## config.mk

```make
export PLATFORM = sky130hd
export DESIGN_NAME = ipv4_range_allowlist_core
export DESIGN_NICKNAME = d
export VERILOG_FILES = /design/src/rtl/ipra_pkg.sv /design/src/rtl/ipv4_range_allowlist_core.sv /design/src/rtl/ipra_dp.sv /design/src/rtl/ipra_ctrl.sv
export SDC_FILE = /design/constraint.sdc
export NUM_CORES = 1
export LEC_CHECK = 0
export BUFFER_PORTS_ARGS = -buffer_cell sky130_fd_sc_hd__buf_2
export CAP_MARGIN = 5
export CORE_UTILIZATION = 60
export CTS_BUF_LIST = sky130_fd_sc_hd__clkbuf_16
export DETAILED_ROUTE_END_ITERATION = 8
export HOLD_SLACK_MARGIN = 0.06
export PLACE_DENSITY = 0.84
export SLEW_MARGIN = 0
export SYNTH_ARGS = -nofsm -noshare
export SYNTH_HDL_FRONTEND = slang
export SYNTH_HIERARCHICAL = 1
export SYNTH_SLANG_ARGS = --single-unit
```

## constraint.sdc

```tcl
create_clock -name clock -period 17.68 [get_ports clock]
set_input_delay 0.884 -clock clock [delete_from_list [all_inputs] [get_ports clock]]
set_output_delay 0.884 -clock clock [all_outputs]
set_load 0.1 [all_outputs]
```

## src/rtl/ipra_pkg.sv

```systemverilog
// ============================================================================
// ipra_pkg
// Shared constants, codes and controller/datapath interface types for the
// IPv4 range allow-list core.
// ============================================================================
`default_nettype none

package ipra_pkg;

   localparam int TABLE_DEPTH = 16;
   localparam int IDX_W       = (TABLE_DEPTH > 1) ? $clog2(TABLE_DEPTH) : 1;
   localparam int COUNT_W     = $clog2(TABLE_DEPTH + 1);
   localparam int ADDR_W      = 32;
   localparam int ACT_W       = 3;
   localparam int PLEN_W      = 6;
   localparam int STAT_W      = 2;

   localparam logic [ACT_W-1:0] ACT_CHECK  = 3'd0;
   localparam logic [ACT_W-1:0] ACT_PREFIX = 3'd1;
   localparam logic [ACT_W-1:0] ACT_RANGE  = 3'd2;
   localparam logic [ACT_W-1:0] ACT_SINGLE = 3'd3;
   localparam logic [ACT_W-1:0] ACT_CLEAR  = 3'd4;

   localparam logic [STAT_W-1:0] ST_DONE    = 2'd0;
   localparam logic [STAT_W-1:0] ST_INVALID = 2'd1;
   localparam logic [STAT_W-1:0] ST_FULL    = 2'd2;
   localparam logic [STAT_W-1:0] ST_UNUSED  = 2'd3;

   localparam logic [PLEN_W-1:0] MAX_PLEN = 6'd32;

   // Commands from the controller to the datapath.
   typedef struct packed {
      logic              load;
      logic              store;
      logic              clear;
      logic              scan_step;
      logic              res_load;
      logic              res_allowed;
      logic [STAT_W-1:0] res_status;
   } dp_cmd_type;

   // Status from the datapath to the controller.
   typedef struct packed {
      logic [ACT_W-1:0] act;
      logic             count_zero;
      logic             full;
      logic             addr_zero;
      logic             ins_invalid;
      logic             hit;
      logic             exhausted;
   } dp_status_type;

endpackage

`default_nettype wire

```

## src/rtl/ipv4_range_allowlist_core.sv

```systemverilog
// ============================================================================
// ipv4_range_allowlist_core
// IPv4 allow list holding up to TABLE_DEPTH address ranges, with prefix,
// range and single-address inserts, table clear and address check.
// ============================================================================
// Sequencing: an accepted request passes through DECODE and then RESP,
// where the result is registered once the response side is free; a check
// that scans the stored ranges visits SCAN in between, one table read per cycle.
// One transaction at a time: a new request is taken only once the result
// has been handed to the response register and the controller is idle.
// Reset (synchronous, active high) empties the table and drops any pending
// result; table contents themselves are not cleared.
`default_nettype none

module ipv4_range_allowlist_core (
   input  wire logic                          clock,
   input  wire logic                          reset,
   // Request channel
   input  wire logic                          req_valid,
   output      logic                          req_stall,
   input  wire logic [ipra_pkg::ACT_W-1:0]    req_action,
   input  wire logic [ipra_pkg::ADDR_W-1:0]   req_addr_a,
   input  wire logic [ipra_pkg::ADDR_W-1:0]   req_addr_b,
   input  wire logic [ipra_pkg::PLEN_W-1:0]   req_prefix_len,
   // Response channel
   output      logic                          rsp_valid,
   input  wire logic                          rsp_stall,
   output      logic                          rsp_allowed,
   output      logic [ipra_pkg::STAT_W-1:0]   rsp_status
);

   // The controller owns the handshakes and the sequencing; the datapath
   // owns the transaction fields, the range table and the result payload.
   // The response register decouples the two sides: a finished result may
   // wait under stall while the controller sits idle.
   ipra_pkg::dp_cmd_type    cmd;
   ipra_pkg::dp_status_type status;

   ipra_ctrl u_ctrl (
      .clock     (clock),
      .reset     (reset),
      .req_valid (req_valid),
      .req_stall (req_stall),
      .rsp_valid (rsp_valid),
      .rsp_stall (rsp_stall),
      .cmd       (cmd),
      .status    (status)
   );

   // A check walks the stored ranges in insertion order, issuing one table
   // read per cycle and comparing the previous read, and stops on the first
   // match or once every stored entry has been compared.
   ipra_dp u_dp (
      .clock          (clock),
      .reset          (reset),
      .cmd            (cmd),
      .status         (status),
      .req_action     (req_action),
      .req_addr_a     (req_addr_a),
      .req_addr_b     (req_addr_b),
      .req_prefix_len (req_prefix_len),
      .rsp_allowed    (rsp_allowed),
      .rsp_status     (rsp_status)
   );

endmodule

`default_nettype wire

```

## src/rtl/ipra_dp.sv

```systemverilog
// ============================================================================
// ipra_dp
// Datapath: transaction field registers, range table memory, scan compare
// and the result payload register.
// ============================================================================
`default_nettype none

module ipra_dp (
   input  wire logic                          clock,
   input  wire logic                          reset,
   input  wire ipra_pkg::dp_cmd_type          cmd,
   output      ipra_pkg::dp_status_type       status,
   input  wire logic [ipra_pkg::ACT_W-1:0]    req_action,
   input  wire logic [ipra_pkg::ADDR_W-1:0]   req_addr_a,
   input  wire logic [ipra_pkg::ADDR_W-1:0]   req_addr_b,
   input  wire logic [ipra_pkg::PLEN_W-1:0]   req_prefix_len,
   output      logic                          rsp_allowed,
   output      logic [ipra_pkg::STAT_W-1:0]   rsp_status
);

   logic [ipra_pkg::ACT_W-1:0]   act_ff;
   logic [ipra_pkg::ADDR_W-1:0]  a_ff;
   logic [ipra_pkg::ADDR_W-1:0]  b_ff;
   logic [ipra_pkg::PLEN_W-1:0]  plen_ff;

   logic [ipra_pkg::COUNT_W-1:0] count_ff, count_in;
   logic [ipra_pkg::COUNT_W-1:0] rd_idx_ff, rd_idx_in;
   logic                         rd_vld_ff, rd_vld_in;
   logic [ipra_pkg::ADDR_W-1:0]  rd_lo_ff;
   logic [ipra_pkg::ADDR_W-1:0]  rd_hi_ff;
   logic                         rd_issue;

   logic                         allowed_ff;
   logic [ipra_pkg::STAT_W-1:0]  status_ff;

   logic [ipra_pkg::ADDR_W-1:0]  lo_mem [ipra_pkg::TABLE_DEPTH];
   logic [ipra_pkg::ADDR_W-1:0]  hi_mem [ipra_pkg::TABLE_DEPTH];

   logic [ipra_pkg::ADDR_W-1:0]  mask;
   logic [ipra_pkg::ADDR_W-1:0]  ins_lo;
   logic [ipra_pkg::ADDR_W-1:0]  ins_hi;
   logic                         ins_invalid;
   logic                         a_zero;
   logic                         b_zero;
   logic                         hit;

   assign a_zero = (a_ff == '0);
   assign b_zero = (b_ff == '0);

   // Network mask for a prefix; a zero length covers the whole space.
   always_comb begin
      if (plen_ff == '0 || plen_ff > ipra_pkg::MAX_PLEN) begin
         mask = '0;
      end else begin
         mask = {ipra_pkg::ADDR_W{1'b1}} << (ipra_pkg::MAX_PLEN - plen_ff);
      end
   end

   always_comb begin
      case (act_ff)
         ipra_pkg::ACT_PREFIX: begin
            ins_lo = a_ff & mask;
            ins_hi = (a_ff & mask) | ~mask;
         end
         ipra_pkg::ACT_RANGE: begin
            ins_lo = a_ff;
            ins_hi = b_ff;
         end
         default: begin
            ins_lo = a_ff;
            ins_hi = a_ff;
         end
      endcase
   end

   always_comb begin
      case (act_ff)
         ipra_pkg::ACT_PREFIX: ins_invalid = a_zero || (plen_ff > ipra_pkg::MAX_PLEN);
         ipra_pkg::ACT_RANGE:  ins_invalid = a_zero || b_zero || (a_ff > b_ff);
         ipra_pkg::ACT_SINGLE: ins_invalid = a_zero;
         default:              ins_invalid = 1'b0;
      endcase
   end

   assign hit = rd_vld_ff && (a_ff >= rd_lo_ff) && (a_ff <= rd_hi_ff);

   assign status.act         = act_ff;
   assign status.count_zero  = (count_ff == '0);
   assign status.full        = (count_ff == ipra_pkg::COUNT_W'(ipra_pkg::TABLE_DEPTH));
   assign status.addr_zero   = a_zero;
   assign status.ins_invalid = ins_invalid;
   assign status.hit         = hit;
   assign status.exhausted   = (rd_idx_ff == count_ff) && !hit;

   assign rd_issue = cmd.scan_step && !hit && (rd_idx_ff != count_ff);

   always_comb begin
      count_in = count_ff;
      if (cmd.clear) begin
         count_in = '0;
      end else if (cmd.store) begin
         count_in = count_ff + 1'b1;
      end
   end

   always_comb begin
      rd_idx_in = rd_idx_ff;
      rd_vld_in = rd_vld_ff;
      if (cmd.load) begin
         rd_idx_in = '0;
         rd_vld_in = 1'b0;
      end else if (cmd.scan_step) begin
         rd_vld_in = rd_issue;
         if (rd_issue) begin
            rd_idx_in = rd_idx_ff + 1'b1;
         end
      end
   end

   always_ff @(posedge clock) begin
      if (reset) begin
         count_ff  <= '0;
         rd_idx_ff <= '0;
         rd_vld_ff <= 1'b0;
      end else begin
         count_ff  <= count_in;
         rd_idx_ff <= rd_idx_in;
         rd_vld_ff <= rd_vld_in;
      end
   end

   always_ff @(posedge clock) begin
      if (cmd.load) begin
         act_ff  <= req_action;
         a_ff    <= req_addr_a;
         b_ff    <= req_addr_b;
         plen_ff <= req_prefix_len;
      end
      if (cmd.res_load) begin
         allowed_ff <= cmd.res_allowed;
         status_ff  <= cmd.res_status;
      end
   end

   // Range table: one write port, one registered read port.
   always_ff @(posedge clock) begin
      if (cmd.store) begin
         lo_mem[count_ff[ipra_pkg::IDX_W-1:0]] <= ins_lo;
         hi_mem[count_ff[ipra_pkg::IDX_W-1:0]] <= ins_hi;
      end
      if (rd_issue) begin
         rd_lo_ff <= lo_mem[rd_idx_ff[ipra_pkg::IDX_W-1:0]];
         rd_hi_ff <= hi_mem[rd_idx_ff[ipra_pkg::IDX_W-1:0]];
      end
   end

   assign rsp_allowed = allowed_ff;
   assign rsp_status  = status_ff;

endmodule

`default_nettype wire

```

## src/rtl/ipra_ctrl.sv

```systemverilog
// ============================================================================
// ipra_ctrl
// Controller: sequences decode, table scan and result hand-off for one
// transaction at a time.
// ============================================================================
`default_nettype none

module ipra_ctrl (
   input  wire logic                    clock,
   input  wire logic                    reset,
   input  wire logic                    req_valid,
   output      logic                    req_stall,
   output      logic                    rsp_valid,
   input  wire logic                    rsp_stall,
   output      ipra_pkg::dp_cmd_type    cmd,
   input  wire ipra_pkg::dp_status_type status
);

   localparam logic [1:0] S_IDLE   = 2'd0;
   localparam logic [1:0] S_DECODE = 2'd1;
   localparam logic [1:0] S_SCAN   = 2'd2;
   localparam logic [1:0] S_RESP   = 2'd3;

   logic [1:0]                  state_ff, state_in;
   logic                        rsp_valid_ff, rsp_valid_in;
   logic                        res_allowed_ff, res_allowed_in;
   logic [ipra_pkg::STAT_W-1:0] res_status_ff, res_status_in;
   logic                        out_free;

   assign req_stall = (state_ff != S_IDLE);
   assign out_free  = !rsp_valid_ff || !rsp_stall;

   always_comb begin
      state_in        = state_ff;
      res_allowed_in  = res_allowed_ff;
      res_status_in   = res_status_ff;
      rsp_valid_in    = rsp_valid_ff && rsp_stall;
      cmd             = '0;
      cmd.res_allowed = res_allowed_ff;
      cmd.res_status  = res_status_ff;
      case (state_ff)
         S_IDLE: begin
            if (req_valid) begin
               cmd.load = 1'b1;
               state_in = S_DECODE;
            end
         end
         S_DECODE: begin
            res_allowed_in = 1'b0;
            res_status_in  = ipra_pkg::ST_DONE;
            state_in       = S_RESP;
            case (status.act)
               ipra_pkg::ACT_CHECK: begin
                  if (status.count_zero) begin
                     res_allowed_in = 1'b1;
                  end else if (!status.addr_zero) begin
                     state_in = S_SCAN;
                  end
               end
               ipra_pkg::ACT_PREFIX, ipra_pkg::ACT_RANGE, ipra_pkg::ACT_SINGLE: begin
                  if (status.ins_invalid) begin
                     res_status_in = ipra_pkg::ST_INVALID;
                  end else if (status.full) begin
                     res_status_in = ipra_pkg::ST_FULL;
                  end else begin
                     cmd.store = 1'b1;
                  end
               end
               ipra_pkg::ACT_CLEAR: begin
                  cmd.clear = 1'b1;
               end
               default: begin
                  res_status_in = ipra_pkg::ST_INVALID;
               end
            endcase
         end
         S_SCAN: begin
            cmd.scan_step = 1'b1;
            if (status.hit) begin
               res_allowed_in = 1'b1;
               state_in       = S_RESP;
            end else if (status.exhausted) begin
               state_in = S_RESP;
            end
         end
         S_RESP: begin
            if (out_free) begin
               cmd.res_load = 1'b1;
               rsp_valid_in = 1'b1;
               state_in     = S_IDLE;
            end
         end
         default: begin
            state_in = S_IDLE;
         end
      endcase
   end

   always_ff @(posedge clock) begin
      if (reset) begin
         state_ff     <= S_IDLE;
         rsp_valid_ff <= 1'b0;
      end else begin
         state_ff     <= state_in;
         rsp_valid_ff <= rsp_valid_in;
      end
   end

   always_ff @(posedge clock) begin
      res_allowed_ff <= res_allowed_in;
      res_status_ff  <= res_status_in;
   end

   assign rsp_valid = rsp_valid_ff;

endmodule

`default_nettype wire

```

==> impl_summary.md, run 1 <==
Outcome
The flow ran to the end, and the final reports show no timing, DRC or antenna violations.

Die
The count of pins on the block boundary is 82. The cell row count is between 100 and 150. The die is 283 µm wide. The die covers around 0.080 mm². The floorplan step set the die height to 283 µm. The area of the core is 0.0777 mm². The initial utilization of the core area, before any placement, comes to 0.608.

Cells and area
The fraction of layout cells with a size suffix above 1 is 0.263. Fill cells in the final layout number 4613. The finished cells cover between 0.05 and 0.06 mm². The number of standard cells in the layout, taps in and fillers out is 3515. The multi-input gate area in the final layout is 0.0112 mm². The signed area change from the synthesized netlist to the final layout is 11.5%.

The number of nets in the final layout is 2565. The register area is 0.0353 mm².

Synth
For this run, the leading register cell type out of synthesis is sky130_fd_sc_hd__edfxtp_1. The area fraction in and, or, nand and nor cells after synthesis is 0.0287. The xor and xnor fraction of the mapped netlist area is 0.00241.

The post-synthesis mux area share is 0.153. In the synthesized netlist the async set-or-reset flop fraction comes to 0. Of all cell types, the one taking the most synthesized area is sky130_fd_sc_hd__edfxtp_1. By area, the combinational part of the netlist is dominated by multiplexers. The number of enable-type register cells in the synthesized netlist is 1167. The complex-gate fraction of the synthesized area was 0.0225. During synthesis, Yosys emitted a total of 6 warnings. The synthesized netlist occupies a cell area of 0.0473 mm².

The number of distinct library cell variants in the gate-level netlist after synthesis is 68. Synthesis produced between 2k and 2.5k cells. The number of nets in the synthesized netlist is 2423.

The total of flip-flops plus latches after synthesis is 1181. The area fraction of the dominant cell type after synthesis is 0.741. Sorting the synthesized cells by area gives the leading types as sky130_fd_sc_hd__edfxtp_1 74%, sky130_fd_sc_hd__mux4_2 15%, sky130_fd_sc_hd__ha_1 2.9%.

The share of synthesized area occupied by flip-flops and latches is 0.747. The average instance in the mapped netlist occupies 21.1 µm². The cell with the most instances after synthesis is sky130_fd_sc_hd__edfxtp_1.

After synthesis, the most frequently instantiated cells are 1167 x sky130_fd_sc_hd__edfxtp_1, 320 x sky130_fd_sc_hd__mux4_2, 110 x sky130_fd_sc_hd__ha_1, 110 x sky130_fd_sc_hd__inv_1, 63 x sky130_fd_sc_hd__nand2_1. The post-synthesis adder-cell area fraction is 0.0291.

Route
In this run, the number of DRC markers left after iteration 0 of detailed routing was 3664. Dividing the detail-routed wire length by the instance count gives 33.3 µm. The pre-antenna-repair detailed-routing pass consisted of 6 iterations. The total vias in the final route is between 20k and 25k. Wires add up to 117000 µm. The remaining number of nets flagged by the antenna check after routing is 0. Dividing the detail-routed via count by the number of cells gives 6.83. The residual DRC count is 0.

Setup path
The signal on the critical path passes through ha_1 > nand4_1 > nor4_1 > nand3_1 > o21ai_0 > o2bb2ai_1 > nor2_1 > nor4bb_1 > nand2_1 > nor2_4 > buf_4. The kind of capture point of the worst setup path is a flip-flop. The type of the worst setup path is reg -> reg.

The cell at the slowest stage of the critical path is sky130_fd_sc_hd__nor4bb_1. The depth of the most critical reg-to-reg path is 11. The most critical setup path has its endpoint at u_dp/hi_mem[4][18]. The sort of element at the start of the critical path is a flip-flop. The required time of the critical path is 17.98 ns. In this run the critical register-to-register path is launched from u_dp/a_ff[27].

Data arrives at the worst endpoint at between 6 and 7 ns. The maximum single-stage delay on the critical path is 1.05 ns. For flop-to-flop paths, the worst setup slack is around 12 ns. The capture point of the worst reg-to-reg path is u_dp/hi_mem[4][18]. The worst setup path startpoint is u_dp/a_ff[27]. In this run the worst path has a maximum fanout of 34.

Power
The cell area power density is approximately 130 mW/mm². The peak supply drop is 0.0000964 V. The leakage dissipation is 17.0 nW. The total power draw is 6.72 mW.

STA
The final clock period utilization by the worst path is 0.328. Final hold analysis gives a worst-case slack of approximately 0.40 ns. The slew at the pin closest to its max-slew limit is 1.38 ns. Summed over all failing endpoints, the final setup total negative slack is 0 ns.

Headroom to the max-slew limit came out at 0.0767. The final hold violation count was 0. The timing-limited maximum frequency is 0.172 GHz. The clock arrives with 0.0299 ns of skew. The clock period minus final worst setup slack is 5.80 ns.

Setup repair after global routing left no endpoint under its margin. The total setup violations reported at the end of the flow is 0. The count of pins over their slew limit came to 0.

CTS
After clock tree synthesis, the flow added hold-fix buffers numbering 0. Once the clock tree was built, the resizer swapped 0 gates to a different size. The clock tree from TritonCTS is yes. The number of setup buffers added after CTS is 0. The maximum buffer depth of the clock tree is 3. The buffer type at the clock tree root is sky130_fd_sc_hd__clkbuf_16. The tree built by TritonCTS fans out to 1181 sinks. The clock transition at the registers of the reported paths is roughly 0.060 ns. For the worst-skew pair, the clock arrives at the later sink with an insertion delay of 0.68 ns.

In this run the number of H-tree levels came out at 3. The number of CTS-inserted buffers is 113.

GRT
The global-route wire length before repair is 170000 µm. For this run, the total global-route usage over all layers was measured as 0.305. The via count of the first global-routing pass is 24.6k.

The number of antenna violations at the first check in global routing was 9. Entering global routing, the biggest net connects 142 pins. The total overflow left after global routing is 0.

Hold path
The class of the tightest hold or removal check is in -> reg.

Place
The placed cell count is 3299. At the end of routability-driven placement, the weighted congestion stood at 0.952. Once placement finished, the instance area stood at 0.0490 mm². The number of buffer cells added on primary ports is 81. The half-perimeter wire length after placement is 67300 µm.

Flow run
The tool flagged a number of max-cap violations equal to 0.
==> worst min-delay path by stage <==
stage	cells past startpoint	slack (ns)	to	from
floorplan	0	0.40	u_dp/rsp_status[0]	u_ctrl/res_status_ff[0]
global placement	0	0.41	u_dp/rsp_allowed	u_ctrl/res_allowed_ff
detailed placement	0	0.41	u_dp/rsp_status[0]	u_ctrl/res_status_ff[0]
CTS	1	0.36	u_dp/plen_ff[5]	req_prefix_len[5]
global route	1	0.37	u_dp/plen_ff[5]	req_prefix_len[5]
finish	1	0.40	u_dp/plen_ff[5]	req_prefix_len[5]
==> flip-flops by register name (all words and copies together) (netlist names) <==
name / count
u_ctrl/state_ff: 2
u_dp/rd_hi_ff: 32
u_dp/rsp_allowed: 1
u_ctrl/res_status_ff: 2
u_dp/hi_mem: 512
u_dp/plen_ff: 6
u_dp/lo_mem: 512
u_ctrl/rsp_valid: 1
u_ctrl/res_allowed_ff: 1
u_dp/count_ff: 5
u_dp/a_ff: 32
u_dp/rd_lo_ff: 32
u_dp/b_ff: 32
u_dp/rd_vld_ff: 1
u_dp/rsp_status: 2
u_dp/act_ff: 3
u_dp/rd_idx_ff: 5
==> critical path: cells and delay by family, from the launching register on <==
kind,cells,cell delay (ns)
compound gates,2,0.35
fa+ha+maj,1,0.36
flops,1,0.52
buf+inv,1,0.64
simple gates,7,3.50
==> power by group <==
group	internal, mW	switching (mW)	total, mW
Sequential	3.42	0.0737	3.49
Combinational	0.218	0.564	0.782
Clock	1.41	1.03	2.44
Total	5.05	1.67	6.72
==> cells by family after synthesis <==
| logic type | Yosys count |
|---|---|
| fa+ha+maj | 110 |
| mux | 324 |
| compound gates | 155 |
| simple gates | 251 |
| buf+inv | 202 |
| flops | 1181 |
| xor+xnor | 13 |
==> through the flow <==
| stage | util | worst slack [ns] |
|---|---|---|
| after global placement | 0.630 | 12.24 |
| after CTS | 0.678 | 11.98 |
| final | 0.679 | 11.88 |
| after detailed placement | 0.630 | 12.03 |
| after global routing | 0.679 | 11.74 |
| after floorplan | - | 9.81 |
==> cell type report <==
class | instances | share of cell area
Inverter | 110 | 0.00785
Antenna cell | 3 | 0.000142
Multi-Input combinational cell | 853 | 0.213
Clock buffer | 115 | 0.0546
Timing Repair Buffer | 119 | 0.0133
Tap cell | 1040 | 0.0247
Sequential cell | 1181 | 0.670
Clock inverter | 94 | 0.0165
==> cells in the final DEF (no fill, tap or decap), types with 4 or more instances in the layout <==
master and count:
sky130_fd_sc_hd__o211ai_1 28, sky130_fd_sc_hd__nand2_1 63, sky130_fd_sc_hd__nor3_1 16, sky130_fd_sc_hd__nand3_1 15, sky130_fd_sc_hd__a21o_1 17, sky130_fd_sc_hd__buf_4 37
sky130_fd_sc_hd__and3_4 4, sky130_fd_sc_hd__clkbuf_16 115, sky130_fd_sc_hd__and2_4 9, sky130_fd_sc_hd__nor4_1 19, sky130_fd_sc_hd__and3_1 5, sky130_fd_sc_hd__dfxtp_1 10
sky130_fd_sc_hd__dfxtp_4 4, sky130_fd_sc_hd__mux4_2 320, sky130_fd_sc_hd__o21ai_1 13, sky130_fd_sc_hd__ha_1 110, sky130_fd_sc_hd__xor2_1 7, sky130_fd_sc_hd__nor2_1 28
sky130_fd_sc_hd__clkinv_2 21, sky130_fd_sc_hd__clkinvlp_4 9, sky130_fd_sc_hd__clkinv_1 23, sky130_fd_sc_hd__nand2b_1 5, sky130_fd_sc_hd__a21oi_1 41, sky130_fd_sc_hd__inv_1 128
sky130_fd_sc_hd__xnor2_1 6, sky130_fd_sc_hd__bufinv_16 16, sky130_fd_sc_hd__nand4_1 23, sky130_fd_sc_hd__and2_1 27, sky130_fd_sc_hd__nor2b_1 9, sky130_fd_sc_hd__o21ai_0 20
sky130_fd_sc_hd__o31ai_1 6, sky130_fd_sc_hd__edfxtp_1 1167, sky130_fd_sc_hd__buf_2 81
==> per-layer routing <==
layer,track usage,vias up,share of wire
li1,-,9561,-
met1,0.428,12500,0.37
met2,0.475,1667,0.48
met3,0.0718,272,0.12
met4,0.109,6,0.037
met5,0,-,0.00029
Power figures use the tool's default switching activity.
==> inputs of run 2 (changes only) <==
CORE_UTILIZATION = 56   (was 60)
PLACE_DENSITY = 0.82   (was 0.84)
clock period = 4.9 ns   (was 17.68 ns; I/O delays follow)
==> run 2 against run 1 <==
Compared with the run above:
- hold slack worse by 0.13 ns
- cell count increased by 4.2%
- core utilization fell by 3.3 points
- critical path type unchanged
- largest power group unchanged
- highest routed layer unchanged
==> impl_summary.md, run 2 (same netlist as run 1, synthesis figures left out) <==
Place
The half-perimeter wire length after placement is 71500 µm (was 67300 µm). The placed cell count was 3367 (was 3299). The number of buffer cells added on primary ports came to 81 (unchanged).

The worst slack after detailed placement is 0.731 ns (was 12.03 ns). The instance area at placement came to 0.0496 mm² (was 0.0490 mm²). The routability congestion estimate is 0.999 (was 0.952).

Cells and area
The cell area after layout was 0.0539 mm² (was 0.0527 mm²). The number of standard cells in the layout, taps in and fillers out was 3662 (was 3515). The most common library cell in the layout ignoring fill and taps was sky130_fd_sc_hd__edfxtp_1 (unchanged). The fraction of layout cells with a size suffix above 1 is 0.260 (was 0.263).

The number of nets in the final layout is 2670 (was 2565). Commonest non-fill, non-tap cells in the layout: 1167 x sky130_fd_sc_hd__edfxtp_1, 320 x sky130_fd_sc_hd__mux4_2, 136 x sky130_fd_sc_hd__inv_1 (was 1167 x sky130_fd_sc_hd__edfxtp_1, 320 x sky130_fd_sc_hd__mux4_2, 128 x sky130_fd_sc_hd__inv_1). The count of fill cells added during filler insertion came to 5236 (was 4613). The signed area change from the synthesized netlist to the final layout is 14.1% (was 11.5%).

CTS
The number of CTS-inserted buffers is 111 (was 113). The number of setup buffers added after CTS is 0 (unchanged). The number of buffers inserted by hold repair at cts is 77 (was 0). The maximum buffer depth of the clock tree is 3 (unchanged). The clock insertion delay at the later pin of the skew report is 0.70 ns (was 0.68 ns). The number of clock sinks seen by CTS was 1181 (unchanged). The clock tree from TritonCTS is yes (unchanged). The post-cts repair resize count was 0 (unchanged). The number of H-tree levels is 3 (unchanged). The clock transition at the registers of the reported paths is 0.06 ns (about the same).

The buffer type at the clock tree root was sky130_fd_sc_hd__clkbuf_16 (unchanged).

STA
The count of pins over their slew limit is 0 (unchanged). The final sum of negative setup slack is 0 ns (unchanged). The worst-case setup margin in the final layout is 0.533 ns (was 11.88 ns). The post-route clock skew is 0.0340 ns (was 0.0299 ns). The worst slew margin relative to its limit came to 0.111 (was 0.0767). The clock period minus final worst setup slack is 4.37 ns (was 5.80 ns). The post-route worst hold slack is 0.265 ns (was 0.396 ns). The final hold violation count is 0 (unchanged). RSZ-0062 raised after global routing: no (unchanged). The final clock period utilization by the worst path is 0.891 (was 0.328). The timing-limited maximum frequency is 0.229 GHz (was 0.172 GHz). The total setup violations reported at the end of the flow is 0 (unchanged). The slew at the pin closest to its max-slew limit came to 1.33 ns (was 1.38 ns).

Setup path
The type of the worst setup path is reg -> reg (unchanged). Critical-path cell list: inv_1 > ha_1 > nand4_1 > nor4_1 > nand3_1 > o21ai_0 > o2bb2ai_1 > nor2_1 > nor4bb_1 > buf_4 > nor2b_1 > and3_4 > buf_12 (was ha_1 > nand4_1 > nor4_1 > nand3_1 > o21ai_0 > o2bb2ai_1 > nor2_1 > nor4bb_1 > nand2_1 > nor2_4 > buf_4). The total buffers and inverters traversed by the critical path is 3 (was 1). The kind of capture point of the worst setup path is a flip-flop (unchanged).

The required time of the critical path came to 5.27 ns (was 17.98 ns). The data arrival at the endpoint of the critical path is 4.74 ns (was 6.10 ns). The maximum single-stage delay on the critical path is 0.58 ns (was 1.05 ns). The dominant delay contributor by cell family on the critical path is simple AND/OR/NAND/NOR gates (unchanged). The largest driver fanout on the critical path came to 27 (was 34). The cell at the slowest stage of the critical path is sky130_fd_sc_hd__and3_4 (was sky130_fd_sc_hd__nor4bb_1).

The sort of element at the start of the critical path is a flip-flop (unchanged).

Power
The switching portion of total power is 0.261 (was 0.249). The peak supply drop is 0.000317 V (was 0.0000964 V). The total net switching power was 6.26 mW (was 1.67 mW). The cell area power density is 445 mW/mm² (was 127 mW/mm²). The sequential share of power is 0.527 (was 0.520).

The clock share of power is 0.347 (was 0.364). The leakage dissipation came to 17.5 nW (was 17.0 nW). The part of the power in combinational logic is 0.126 (was 0.116). The total internal power is 17.7 mW (was 5.05 mW).

Route
The via density per instance is 6.67 (was 6.83). The remaining number of nets flagged by the antenna check after routing is 0 (unchanged). The total vias in the final route is 24.4k (was 24.0k).

The first-pass detailed-route iteration total is 6 (unchanged). The final wirelength is 122000 µm (was 117000 µm). The iteration-0 DRC count of the detailed router is 3367 (was 3664).

The wire length per cell is 33.4 µm (was 33.3 µm). The residual DRC count is 0 (unchanged).

Flow run
The number of max-cap violations is 0 (unchanged).

Die
The cell row count came to 106 (was 102). The starting utilization of the core area is 0.566 (was 0.608). The die height is 293 µm (was 283 µm). The count of pins on the block boundary came to 82 (unchanged). The area of the die is 0.0856 mm² (was 0.0799 mm²). The die extent in x is 293 µm (was 283 µm). The area of the core is 0.0836 mm² (was 0.0777 mm²).

Outcome
Status: completed (unchanged).

Hold path
The class of the tightest hold or removal check is in -> reg (unchanged).

GRT
The number of antenna violations at the first check in global routing is 9 (unchanged). The overflow left after global routing is 0 (unchanged). The via count of the first global-routing pass came to 24.8k (was 24.6k). The global-route wire length before repair is 176000 µm (was 170000 µm).

The maximum number of pins on one net before global-route repair is 95 (was 142). The global-route total usage across every layer was 0.291 (was 0.305).
[run 2: worst paths after layout]
check | start | slack, ns | depth (start not counted) | to
max | u_dp/b_ff[29] | 0.53 | 13 | u_dp/lo_mem[10][4]
min | req_addr_b[7] | 0.27 | 2 | u_dp/b_ff[7]
max reg2reg | u_dp/b_ff[29] | 0.53 | 13 | u_dp/lo_mem[10][4]
min reg2reg | u_ctrl/res_allowed_ff | 0.44 | 0 | u_dp/rsp_allowed
[run 2: per-stage QoR]
stage                util  power (mW)
detailed placement  0.594        15.7
floorplan               -        14.4
CTS                 0.645        24.0
global placement    0.594        15.5
finish              0.646        24.0
global route        0.646        24.6
[run 2: area by class of cell]
cell class	count	area (µm²)	share of cell area
antenna	1	2.50	0.0000464
clock buffer	111	2780	0.0515
clock inverter	100	742	0.0138
inverter	110	414	0.00768
multi-input combinational	853	11200	0.209
sequential	1181	35300	0.655
tap	1080	1350	0.0251
timing repair buffer	226	2060	0.0382
[run 2: metal layers]
metal,GRT usage,up-vias,routed length [µm]
li1,-,9774,-
met1,0.406,12700,45200
met2,0.465,1739,59300
met3,0.0580,255,13400
met4,0.101,6,4360
met5,0,-,37
[run 2: power groups by stage]
stage                     Combinational (mW)  Sequential [mW]  Clock, mW
after floorplan                         1.71             12.7          0
after global placement                  2.70             12.8          0
after detailed placement                2.84             12.8          0
after CTS                               2.94             12.6       8.42
after global routing                    3.20             12.7       8.75
final                                   3.02             12.6       8.34
